[config.mk]
export PLATFORM = sky130hd
export DESIGN_NAME = heston_path_step_top
export DESIGN_NICKNAME = d
export VERILOG_FILES = /design/src/rtl/hps_pkg.sv /design/src/rtl/heston_path_step_top.sv
export SDC_FILE = /design/constraint.sdc
export NUM_CORES = 2
export LEC_CHECK = 0
export ABC_AREA = 1
export CAP_MARGIN = 20
export CORE_MARGIN = 2
export CORE_UTILIZATION = 55
export DETAILED_ROUTE_END_ITERATION = 10
export DONT_BUFFER_PORTS = 1
export GPL_TIMING_DRIVEN = 1
export PLACE_DENSITY = 0.74
export SLEW_MARGIN = 20
export SYNTH_ARGS = -nofsm -noshare
export SYNTH_HDL_FRONTEND = slang
export SYNTH_SLANG_ARGS = --single-unit
[constraint.sdc]
create_clock -name clk -period 19.7 [get_ports clk]
set_input_delay 1.97 -clock clk [delete_from_list [all_inputs] [get_ports clk]]
set_output_delay 1.97 -clock clk [all_outputs]
set_load 0.03 [all_outputs]
[src/rtl/hps_pkg.sv]
// Package: widths, register indexes, sequencer states and fixed-point constants.
package hps_pkg;

    localparam int DATA_WIDTH_DEF   = 32;
    localparam int NORMAL_WIDTH_DEF = 16;
    localparam int FRAC_BITS        = 24;
    localparam int CFG_IDX_WIDTH    = 3;
    localparam int CFG_DATA_WIDTH   = 32;
    localparam int INIT_VAR_WIDTH   = 31;
    localparam int RECIP_WIDTH      = 25;
    localparam int QSTEP_WIDTH      = 31;

    typedef enum logic [CFG_IDX_WIDTH-1:0] {
        REG_V0    = 3'd0,
        REG_X0    = 3'd1,
        REG_KDT   = 3'd2,
        REG_RECIP = 3'd3,
        REG_SD    = 3'd4,
        REG_RD1   = 3'd5,
        REG_RD2   = 3'd6,
        REG_Q     = 3'd7
    } cfg_idx_t;

    typedef enum logic [4:0] {
        ST_IDLE,
        ST_G1,
        ST_G2,
        ST_GG,
        ST_Q,
        ST_SQ1,
        ST_T0,
        ST_SDS1,
        ST_SDS1G,
        ST_SDSD,
        ST_SDSDQ,
        ST_VN,
        ST_SQ2,
        ST_V12,
        ST_QV,
        ST_RS1,
        ST_RS1G,
        ST_S12,
        ST_SR2,
        ST_SR2G,
        ST_RSD,
        ST_RSDQ,
        ST_X,
        ST_OUT
    } state_t;

endpackage

[src/rtl/heston_path_step_top.sv]
// Top level: Heston path step on one shared multiplier, adder and square-root unit.
//
//  channel  | direction | handshake            | payload
//  s_axis   | in        | tvalid/tready        | tdata: normal_first, normal_second; tuser: last_step
//  m_axis   | out       | tvalid/tready        | tdata: terminal_log_price, terminal_variance
//  cfg      | in        | cfg_valid/cfg_ready  | cfg_index, cfg_data
//
// An item runs through the sequencer states and two square roots; the bit-serial square
// root and the single shared multiplier set how fast items pass. s_axis_tready is low
// while an item is in work. Reset clears the control state and loads the register
// defaults; a result waits in the output register until taken, and the next item is
// accepted meanwhile; a further result holds the sequencer in its last state until the
// register is free.
module heston_path_step_top
    import hps_pkg::*;
#(
    parameter int DATA_WIDTH   = DATA_WIDTH_DEF,
    parameter int NORMAL_WIDTH = NORMAL_WIDTH_DEF
)
(
    input  logic                          clk,
    input  logic                          rst_n,
    input  logic                          s_axis_tvalid,
    output logic                          s_axis_tready,
    // normal_first [NW-1:0], normal_second [2NW-1:NW]
    input  logic [((2*NORMAL_WIDTH+7)/8)*8-1:0] s_axis_tdata,
    // last_step
    input  logic                          s_axis_tuser,
    output logic                          m_axis_tvalid,
    input  logic                          m_axis_tready,
    // terminal_log_price [31:0], terminal_variance [63:32]
    output logic [63:0]                   m_axis_tdata,
    input  logic                          cfg_valid,
    output logic                          cfg_ready,
    input  logic [CFG_IDX_WIDTH-1:0]      cfg_index,
    input  logic [CFG_DATA_WIDTH-1:0]     cfg_data
);

    localparam int DW  = DATA_WIDTH;
    localparam int NW  = NORMAL_WIDTH;
    localparam int PW  = 2*DW;
    localparam int RW  = DW/2 + FRAC_BITS/2 + 1;
    localparam int RCW = $clog2(RW+1);
    localparam logic signed [DW-1:0] DMAX = {1'b0, {(DW-1){1'b1}}};
    localparam logic signed [DW-1:0] DMIN = {1'b1, {(DW-1){1'b0}}};

    // Configuration registers
    logic [INIT_VAR_WIDTH-1:0] v0_reg;
    logic signed [31:0] x0_reg, kdt_reg, sd_reg, rd1_reg, rd2_reg;
    logic [RECIP_WIDTH-1:0] recip_reg;
    logic [QSTEP_WIDTH-1:0] qs_reg;

    assign cfg_ready = 1'b1;

    always_ff @(posedge clk or negedge rst_n)
    begin
        if (!rst_n)
        begin
            v0_reg    <= '0;
            x0_reg    <= '0;
            kdt_reg   <= '0;
            recip_reg <= RECIP_WIDTH'(1 << FRAC_BITS);
            sd_reg    <= '0;
            rd1_reg   <= '0;
            rd2_reg   <= '0;
            qs_reg    <= '0;
        end
        else if (cfg_valid)
        begin
            unique case (cfg_idx_t'(cfg_index))
                REG_V0:    v0_reg    <= cfg_data[INIT_VAR_WIDTH-1:0];
                REG_X0:    x0_reg    <= cfg_data;
                REG_KDT:   kdt_reg   <= cfg_data;
                REG_RECIP: recip_reg <= cfg_data[RECIP_WIDTH-1:0];
                REG_SD:    sd_reg    <= cfg_data;
                REG_RD1:   rd1_reg   <= cfg_data;
                REG_RD2:   rd2_reg   <= cfg_data;
                REG_Q:     qs_reg    <= cfg_data[QSTEP_WIDTH-1:0];
                default:   ;
            endcase
        end
    end

    // Fit a 64-bit signed register value into DW bits with saturation
    function automatic logic signed [DW-1:0] fit(input logic signed [63:0] a);
        if (a > 64'(signed'(DMAX)))
            fit = DMAX;
        else if (a < 64'(signed'(DMIN)))
            fit = DMIN;
        else
            fit = a[DW-1:0];
    endfunction

    // Shared saturating adder
    function automatic logic signed [DW-1:0] sadd(input logic signed [DW-1:0] a,
                                                  input logic signed [DW-1:0] b);
        logic signed [DW:0] s;
        s = {a[DW-1], a} + {b[DW-1], b};
        if (s[DW] != s[DW-1])
            sadd = s[DW] ? DMIN : DMAX;
        else
            sadd = s[DW-1:0];
    endfunction

    // State
    state_t state_reg, state_next;
    logic signed [DW-1:0] v_reg, x_reg, g1_reg, g2_reg, q_reg, s1_reg, s2_reg;
    logic signed [DW-1:0] v1_reg, t_reg, vn_reg, dx_reg, acc_reg;
    logic open_reg, last_reg;
    logic [63:0] out_reg;
    logic out_valid_reg;

    // Shared multiplier operands and round shift
    logic signed [DW-1:0] ma, mb;
    logic [5:0] msh;
    logic signed [PW-1:0] prod;
    logic [PW-1:0] pmag, prnd;
    logic [PW:0] psum;
    logic [PW-1:0] pshift;
    logic pneg;
    logic signed [DW-1:0] mres;

    assign prod = PW'(ma) * PW'(mb);
    always_comb
    begin
        pneg   = prod[PW-1];
        pmag   = pneg ? PW'(-prod) : PW'(prod);
        prnd   = PW'(1) << (msh - 6'd1);
        psum   = {1'b0, pmag} + {1'b0, prnd};
        pshift = PW'(psum >> msh);
        if (pneg)
        begin
            if (pshift > PW'({1'b1, {(DW-1){1'b0}}}) || psum[PW])
                mres = DMIN;
            else
                mres = DW'(-pshift);
        end
        else
        begin
            if (pshift > PW'(DMAX) || psum[PW])
                mres = DMAX;
            else
                mres = pshift[DW-1:0];
        end
    end

    // Shared bit-serial square root: floor(sqrt(x * 2^24))
    logic [2*RW-1:0] rad_reg, rem_reg;
    logic [RW-1:0] root_reg;
    logic [RCW-1:0] rcnt_reg;
    logic sq_busy_reg, sq_start;
    logic signed [DW-1:0] sq_in;
    logic [RW+1:0] trial;
    logic [RW+1:0] remsh;

    always_comb
    begin
        remsh = {rem_reg[RW-1:0], rad_reg[2*RW-1:2*RW-2]};
        trial = {root_reg, 2'b01};
    end

    always_ff @(posedge clk or negedge rst_n)
    begin
        if (!rst_n)
        begin
            sq_busy_reg <= 1'b0;
            rcnt_reg    <= '0;
        end
        else if (sq_start)
        begin
            sq_busy_reg <= 1'b1;
            rcnt_reg    <= RCW'(RW);
            rad_reg     <= (2*RW)'(sq_in[DW-1] ? '0 : sq_in) << FRAC_BITS;
            rem_reg     <= '0;
            root_reg    <= '0;
        end
        else if (sq_busy_reg)
        begin
            rad_reg <= rad_reg << 2;
            if (remsh >= trial)
            begin
                rem_reg  <= (2*RW)'(remsh - trial);
                root_reg <= {root_reg[RW-2:0], 1'b1};
            end
            else
            begin
                rem_reg  <= (2*RW)'(remsh);
                root_reg <= {root_reg[RW-2:0], 1'b0};
            end
            rcnt_reg <= rcnt_reg - RCW'(1);
            if (rcnt_reg == RCW'(1))
                sq_busy_reg <= 1'b0;
        end
    end

    logic signed [DW-1:0] sq_out;
    assign sq_out = ({1'b0, root_reg} > (RW+1)'(DMAX)) ? DMAX : DW'(root_reg);

    logic s_fire;
    assign s_axis_tready = (state_reg == ST_IDLE);
    assign s_fire = s_axis_tvalid && s_axis_tready;
    assign m_axis_tvalid = out_valid_reg;
    assign m_axis_tdata  = out_reg;

    logic signed [DW-1:0] one_q;
    assign one_q = DW'(1 << FRAC_BITS);

    // Sequencer: next state and operand selection
    always_comb
    begin
        state_next = state_reg;
        ma = '0;
        mb = '0;
        msh = 6'(FRAC_BITS);
        sq_start = 1'b0;
        sq_in = '0;
        unique case (state_reg)
            ST_IDLE:  if (s_fire) state_next = ST_G1;
            ST_G1:
            begin
                ma = g1_reg; mb = one_q; msh = 6'(NW-4);
                state_next = ST_G2;
            end
            ST_G2:
            begin
                ma = g2_reg; mb = one_q; msh = 6'(NW-4);
                state_next = ST_GG;
            end
            ST_GG:
            begin
                ma = g1_reg; mb = g1_reg;
                state_next = ST_Q;
            end
            ST_Q:
            begin
                sq_start = 1'b1; sq_in = v_reg;
                state_next = ST_SQ1;
            end
            ST_SQ1:   if (!sq_busy_reg) state_next = ST_T0;
            ST_T0:    state_next = ST_SDS1;
            ST_SDS1:
            begin
                ma = fit(64'(sd_reg)); mb = s1_reg;
                state_next = ST_SDS1G;
            end
            ST_SDS1G:
            begin
                ma = acc_reg; mb = g1_reg;
                state_next = ST_SDSD;
            end
            ST_SDSD:
            begin
                ma = fit(64'(sd_reg)); mb = fit(64'(sd_reg)); msh = 6'(FRAC_BITS+2);
                state_next = ST_SDSDQ;
            end
            ST_SDSDQ:
            begin
                ma = acc_reg; mb = q_reg;
                state_next = ST_VN;
            end
            ST_VN:
            begin
                ma = t_reg; mb = fit(64'(recip_reg));
                sq_start = 1'b1; sq_in = mres;
                state_next = ST_SQ2;
            end
            ST_SQ2:   if (!sq_busy_reg) state_next = ST_V12;
            ST_V12:   state_next = ST_QV;
            ST_QV:
            begin
                ma = fit(64'(qs_reg)); mb = v1_reg;
                state_next = ST_RS1;
            end
            ST_RS1:
            begin
                ma = fit(64'(rd1_reg)); mb = s1_reg;
                state_next = ST_RS1G;
            end
            ST_RS1G:
            begin
                ma = acc_reg; mb = g1_reg;
                state_next = ST_S12;
            end
            ST_S12:   state_next = ST_SR2;
            ST_SR2:
            begin
                ma = acc_reg; mb = fit(64'(rd2_reg)); msh = 6'(FRAC_BITS+1);
                state_next = ST_SR2G;
            end
            ST_SR2G:
            begin
                ma = acc_reg; mb = g2_reg;
                state_next = ST_RSD;
            end
            ST_RSD:
            begin
                ma = fit(64'(rd1_reg)); mb = fit(64'(sd_reg)); msh = 6'(FRAC_BITS+2);
                state_next = ST_RSDQ;
            end
            ST_RSDQ:
            begin
                ma = acc_reg; mb = q_reg;
                state_next = ST_X;
            end
            ST_X:     state_next = ST_OUT;
            ST_OUT:   if (!last_reg || !out_valid_reg || m_axis_tready) state_next = ST_IDLE;
            default:  state_next = ST_IDLE;
        endcase
    end

    // Datapath registers
    always_ff @(posedge clk or negedge rst_n)
    begin
        if (!rst_n)
        begin
            state_reg     <= ST_IDLE;
            open_reg      <= 1'b0;
            out_valid_reg <= 1'b0;
            v_reg         <= '0;
            x_reg         <= '0;
        end
        else
        begin
            state_reg <= state_next;
            if (state_reg == ST_OUT && last_reg && (!out_valid_reg || m_axis_tready))
                out_valid_reg <= 1'b1;
            else if (out_valid_reg && m_axis_tready)
                out_valid_reg <= 1'b0;
            unique case (state_reg)
                ST_IDLE:
                begin
                    if (s_fire)
                    begin
                        g1_reg   <= DW'(signed'(s_axis_tdata[NW-1:0]));
                        g2_reg   <= DW'(signed'(s_axis_tdata[2*NW-1:NW]));
                        last_reg <= s_axis_tuser;
                        if (!open_reg)
                        begin
                            v_reg    <= fit(64'(v0_reg));
                            x_reg    <= fit(64'(x0_reg));
                            open_reg <= 1'b1;
                        end
                    end
                end
                ST_G1:   g1_reg <= mres;
                ST_G2:   g2_reg <= mres;
                ST_GG:   q_reg  <= sadd(mres, -one_q);
                ST_Q:    v1_reg <= v_reg[DW-1] ? '0 : v_reg;
                ST_SQ1:  if (!sq_busy_reg) s1_reg <= sq_out;
                ST_T0:   t_reg  <= sadd(v_reg, fit(64'(kdt_reg)));
                ST_SDS1: acc_reg <= mres;
                ST_SDS1G: t_reg <= sadd(t_reg, mres);
                ST_SDSD: acc_reg <= mres;
                ST_SDSDQ: t_reg <= sadd(t_reg, mres);
                ST_VN:   vn_reg <= mres;
                ST_V12:
                begin
                    s2_reg <= sq_out;
                    v1_reg <= sadd(v1_reg, vn_reg[DW-1] ? '0 : vn_reg);
                end
                ST_QV:   dx_reg <= (mres == DMIN) ? DMAX : -mres;
                ST_RS1:  acc_reg <= mres;
                ST_RS1G:
                begin
                    dx_reg  <= sadd(dx_reg, mres);
                end
                ST_S12:  acc_reg <= sadd(s1_reg, s2_reg);
                ST_SR2:  acc_reg <= mres;
                ST_SR2G: dx_reg <= sadd(dx_reg, mres);
                ST_RSD:  acc_reg <= mres;
                ST_RSDQ: dx_reg <= sadd(dx_reg, mres);
                ST_X:
                begin
                    x_reg <= sadd(x_reg, dx_reg);
                    v_reg <= vn_reg;
                end
                ST_OUT:
                begin
                    if (last_reg && (!out_valid_reg || m_axis_tready))
                    begin
                        out_reg  <= {32'(vn_reg), 32'(x_reg)};
                        open_reg <= 1'b0;
                    end
                end
                default: ;
            endcase
        end
    end

endmodule
## Word-level counts from Yosys, hierarchy flattened

Cells that the tools add are included.
W data, S select, Z words.

- Flip-flop bits (word level): 848
- Latch bits: 0
- Memory bits (writable): 0
- ROM bits: 0
- Output and inout bits: 67
- Logic and storage cells: 241
- Memories: 0

- Add/subtract/negate cells: 14
- Multipliers: 1
- Divide/modulo/power cells: 0
- Magnitude comparators: 13
- Equal/unequal tests: 45
- Shift operators: 2
- Multiplexer cells: 73
- Bitwise operators: 1
- Reduce and logical (&&, ||, !) cells: 61

Operators with widths:

| operator | count |
|---|---|
| $mux W32 | 35 |
| $pmux W32 S2 | 9 |
| $pmux W32 S9 | 1 |
| $mux W58 | 4 |
| $pmux W32 S7 | 1 |
| $add A32 B32 Y33 | 5 |
| $gt A32 B32 Y1 const B | 5 |
| $lt A32 B32 Y1 const B | 5 |
| $pmux W5 S24 | 1 |
| $mux W31 | 3 |
| $add A64 B64 Y65 | 1 |
| $shr A65 B5 Y64 | 1 |
| $gt A64 B31 Y1 const B | 1 |
| $gt A64 B32 Y1 const B | 1 |
| $mul A32 B32 Y64 | 1 |
| $mux W64 | 1 |
| $neg A32 Y32 | 2 |
| $neg A64 Y64 | 1 |
| $shl A1 B6 Y64 const A | 1 |
| $eq A5 B4 Y1 const B | 8 |
| $eq A5 B5 Y1 const B | 8 |
| $add A32 B25 Y33 const B | 1 |
| $eq A32 B32 Y1 const B | 1 |
| $reduce_and A2 Y1 | 16 |
| 33 further kinds | 97 |

## Longest topological paths before layout

- Depth in word-level cells: 17
- Mapped depth: 128
- Depth with buffers taken out: 112

## Worst setup path before layout

No wires, ideal clock.

- Path kind: reg2reg
- From: reg state_reg[1]
- To: reg t_reg[26], data pin
- Setup time: 276 ps
- Data arrival time: 19136 ps
- Slack: 287 ps
- Cell stages (with the launch flop): 108
- Path buffers: 15
- Period minus slack after synthesis: 19413 ps
- Path through: dfrtp_1 > buf_4 > inv_2 > nand2_1 > nor2_1 > nand2_1 > nand2_1 > inv_1 > clkbuf_1 > buf_2 > buf_2 > buf_1 > clkbuf_1 > nor2_1 > nor4_1 > clkinv_1 > clkbuf_1 > nand2_1 > (+72 left out) > nand2_1 > nand3_1 > nand2_1 > a21oi_1 > o31ai_1 > a21oi_1 > o21bai_1 > a21oi_1 > nor2_1 > nor2_1 > o21ai_0 > nand3_1 > o21ai_0 > xor2_1 > nor2_1 > nor2_1 > clkbuf_1 > a22oi_1

- Longest elaborated chain between the ends: 16
- Elaborated cells between the ends (all ways): 49
- Classes of those cells: 5 x add/sub; 1 x mul; 2 x order compare; 17 x eq/ne; 2 x shift; 10 x mux; 12 x reduce/logical

RTL lines:

| what | line | source |
|---|---|---|
| start: declaration | heston_path_step_top.sv:106 | `state_t state_reg, state_next;` |
| start signal: assignment | heston_path_step_top.sv:324 | `state_reg <= state_next;` |
| $eq A5 B5 Y1, or another cell as far along | heston_path_step_top.sv:217 | `unique case (state_reg)` |
| $reduce_or A6 Y1 (no line), or another cell as far along | - |  |
| $pmux W32 S7 or $pmux W32 S9 (tied branches) | heston_path_step_top.sv:217 |  |
| $mul A32 B32 Y64 | heston_path_step_top.sv:123 | `assign prod = PW'(ma) * PW'(mb);` |
| $neg A64 Y64 | heston_path_step_top.sv:127 | `pmag = pneg ? PW'(-prod) : PW'(prod);` |
| $mux W64 | heston_path_step_top.sv:127 |  |
| $add A64 B64 Y65 | heston_path_step_top.sv:129 | `psum = {1'b0, pmag} + {1'b0, prnd};` |
| $shr A65 B5 Y64 | heston_path_step_top.sv:130 | `pshift = PW'(psum >> msh);` |
| $gt A64 B31 Y1 or $gt A64 B32 Y1 (tied branches) | heston_path_step_top.sv:140, heston_path_step_top.sv:133 |  |
| $logic_or A1 B1 Y1 (on tied branches) | heston_path_step_top.sv:140, heston_path_step_top.sv:133 |  |
| $mux W32 (on tied branches) | heston_path_step_top.sv:140, heston_path_step_top.sv:133 |  |
| $mux W32 (*) | heston_path_step_top.sv:131 | `if (pneg)` |
| named net mres[1] | heston_path_step_top.sv:121 | `logic signed [DW-1:0] mres;` |
| $add A32 B32 Y33 (*) | heston_path_step_top.sv:98 | `s = {a[DW-1], a} + {b[DW-1], b};` |
| $mux W32 or $ne A1 B1 Y1 (tied branches) | heston_path_step_top.sv:100, heston_path_step_top.sv:99 |  |
| $mux W32 (*) | heston_path_step_top.sv:99 | `if (s[DW] != s[DW-1])` |
| $pmux W32 S2 (*) | heston_path_step_top.sv:329 | `unique case (state_reg)` |
| end signal: assignment | heston_path_step_top.sv:350 | `ST_T0: t_reg <= sadd(v_reg, fit(64'(kdt_reg)));` |
| end signal: assignment | heston_path_step_top.sv:352 | `ST_SDS1G: t_reg <= sadd(t_reg, mres);` |
| end signal: assignment | heston_path_step_top.sv:354 | `ST_SDSDQ: t_reg <= sadd(t_reg, mres);` |
| end: declaration | heston_path_step_top.sv:108 | `logic signed [DW-1:0] v1_reg, t_reg, vn_reg, dx_reg, acc_reg;` |

Mark *: on every way through the listed nets, which the timed path passes. The rest lies on a longest branch.
A chain may end at the register's enable or synchronous reset.

## Final worst setup path

- From: reg state_reg[2]
- To: reg t_reg[13], data pin

Same word-level chain as after synthesis.

==> results.toml <==
[setup_path]
worstSetupStartpointType = "flop"
cp.required_ps = 20130
path_buf_inv = 12
cp_max_fo = 34
slowest_stage = "a221oi_1"
cp_slowest_stage_delay_ps = 550
path_common_cell = "nand2_1"
path_delay_family = "simple AND/OR/NAND/NOR gates"
crit_type = "flop to flop"
crit_arrival_ps = 19040
crit_path_end_kind = "flop"

[floorplan]
die_x_um = 413
die_h_um = 413
io_pins = 140
initial_core_util_pct = 55.2
dieArea_mm2 = 0.170
rows = 150
core_area_mm2 = 0.166

[clock_tree]
numCtsBuffers = 79
cts_tree = "built"
h-tree-depth = 3
cts-root-buf = "clkbuf_16"
clock_latency_ps = 730
clock_sinks = 819
cts_hold_buffers = 0
cts.clk_slew.worst_paths_ps = 70
clk_path_buf_depth = 3

[place]
port_buffers = 0
post-place-cells = 13800
gp_congestion = 1.10
dp_hpwl_um = 315000

[timing]
hold_viol_final = 0
min_period_ps = 18610
worst_pin_slew_ps = 1220
fmax_ghz = 0.0537
fin_skew_ps = 55.8
report.final.setup_viol = 0
maxSlewHeadroom_pct = 18.4
period_share_pct = 94.5
report.final.slew_viol_count = 0

[yosys]
synth-seq-area-share_pct = 25.0
ys_warn_count = 0
ys_seq_elements = 819
synth_edf_count = 495
synth-main-ff-cell = "edfxtp_1"
yosys.cell_types.count = 67
synthArstFlopShare_pct = 39.6
syn_inst = 11600
avgSynthCellArea_um2 = 7.90
synth_area_mm2 = 0.0919

[layout]
largest_reg_flops = 64
drive_above_1_share_pct = 7.92
area_growth_pct = 8.65
fillers = 14800
nets = 13300
multi_input_area_mm2 = 0.0597
seq_area_mm2 = 0.0230
layout.cells.non_filler = 14000

[detailed_routing]
ant_nets = 0
detail_route.vias_per_cell = 6.19
drc = 0
routed_wl_um = 403000
drt_iter0_markers = 11200
vias = 86600
drtPass1Iterations = 9
met1Wirelength_um = 137000
routed.top_layer = "met5"
wl_met3_um = 48800
met2_wirelength_um = 173000
wl_per_cell_um = 28.8

[global_routing]
grt_pass1_wl_um = 577000
overflow = 0
grt_max_degree = 411
antenna_found_initial = 37
grt_util_all_layers_pct = 47.3
grt_pass1_vias = 85300

[worst_hold_path]
hold_class = "flop to flop"

[outcome]
status = "complete, no violations"

[job]
cap_violations = 0
==> cell type report <==
cell class                 instances  area share (%)
clock buffer                      92            2.05
sequential                       819            23.0
tap                             2204            2.76
timing repair buffer             438            3.73
clock inverter                    55           0.660
inverter                        2090            7.97
antenna                           25          0.0627
multi-input combinational       8264            59.8
==> kinds of logic (layout without fill, tap and decap cells) <==
logic type               after synthesis  count (layout)  share of synthesized area [%]
adder cells (fa/ha/maj)             1530            1530                           29.7
other                                  2              53                        0.00817
XOR/XNOR                             281             281                           2.69
AO/OA/AOI/OAI                       1631            1631                           10.3
AND/OR/NAND/NOR                     4794            4794                           21.6
flip-flops                           819             819                           25.0
buffers and inverters               2572            2675                           10.7
==> synth_stat cells, drive strengths merged, types with 3 or more instances <==
| master | n | share of area (%) |
|---|---|---|
| o221ai | 4 | 0.038 |
| a21o | 12 | 0.098 |
| nor2 | 1171 | 5.1 |
| buf | 91 | 0.51 |
| a211oi | 19 | 0.16 |
| a22o | 20 | 0.19 |
| inv | 2068 | 8.5 |
| nand4 | 148 | 1.0 |
| o211ai | 71 | 0.58 |
| ha | 441 | 6.0 |
| nand3b | 19 | 0.16 |
| clkinv | 22 | 0.090 |
| o31ai | 11 | 0.090 |
| nor4 | 22 | 0.15 |
| and3 | 37 | 0.25 |
| clkbuf | 391 | 1.6 |
| a22oi | 73 | 0.65 |
| or2 | 9 | 0.061 |
| a221oi | 74 | 0.71 |
| nand3 | 469 | 2.6 |
| a31oi | 33 | 0.22 |
| dfrtp | 323 | 8.8 |
| fa | 1089 | 24 |
| o21a | 6 | 0.049 |
| o21ai | 742 | 4.1 |
| xnor2 | 104 | 1.0 |
| a21boi | 11 | 0.12 |
| nor3b | 4 | 0.033 |
| xor2 | 177 | 1.7 |
| nor3 | 55 | 0.32 |
| a21oi | 455 | 2.5 |
| a221o | 3 | 0.033 |
| o21bai | 22 | 0.18 |
| o22ai | 71 | 0.48 |
| edfxtp | 495 | 16 |
| nand2 | 2852 | 12 |
| and2 | 7 | 0.048 |
==> final timing paths <==
check,to,slack [ps],from,cells past startpoint
worst max-delay path,t_reg[13],1090,state_reg[2],94
worst min-delay path,m_axis_tdata[53],450,vn_reg[21],0
worst max register to register,t_reg[13],1090,state_reg[2],94
worst min register to register,m_axis_tdata[53],450,vn_reg[21],0
max in group asynchronous,x0_reg[26],16930,rst_n,2
min in group asynchronous,rcnt_reg[0],970,rst_n,0
==> cell usage in the layout, fill, tap and decap left out, types with 146 or more instances in the layout <==
cell type,synthesis,layout
buf_4,7,400
nor2_1,1100,1083
edfxtp_1,495,495
dfrtp_1,323,321
nand2_1,2790,2776
fa_1,1089,1086
nand4_1,146,146
inv_1,2021,1995
o21ai_0,706,702
xor2_1,177,177
nand3_1,453,452
a21oi_1,446,439
ha_1,441,441
==> timing repair <==
item / in CTS / in global routing
endpoints found under the setup margin: 0 / 64
buffers inserted: 0 / 38
resized for setup: 0 / 82
endpoints found under the hold margin: 0 / 0
==> metrics by stage <==
| stage | utilization [%] | instance area [um^2] | hold WS, ps | setup WS (ps) | setup TNS [ps] |
|---|---|---|---|---|---|
| 2_1_floorplan | - | 92000 | 426 | 287 | 0 |
| 3_3_place_gp | 57.8 | 96200 | 435 | 751 | 0 |
| 5_1_grt | 59.9 | 99800 | 474 | -68.4 | -1440 |
| 3_5_place_dp | 57.8 | 96200 | 440 | 772 | 0 |
| 4_1_cts | 59.4 | 98900 | 458 | 715 | 0 |
| 6_report | 60.0 | 99800 | 448 | 1090 | 0 |
==> worst reg2reg max path, delay by kind of cell (launching register included) <==
| kind | cells | cell delay, ps |
|---|---|---|
| XOR/XNOR | 2 | 380 |
| flip-flops | 1 | 500 |
| AND/OR/NAND/NOR | 53 | 7940 |
| adder cells (fa/ha/maj) | 11 | 4960 |
| buffers and inverters | 12 | 1680 |
| AO/OA/AOI/OAI | 16 | 2860 |
==> per-layer routing <==
layer | vias up | global-route usage, %
met4 | 14 | 41.4
li1 | 36700 | -
met1 | 42100 | 56.2
met2 | 6117 | 70.7
met3 | 1730 | 13.1
met5 | - | 0
Power is left out: the tool's default activity adds up to more than one toggle a clock period on the data nets, which glitch-free logic cannot reach.
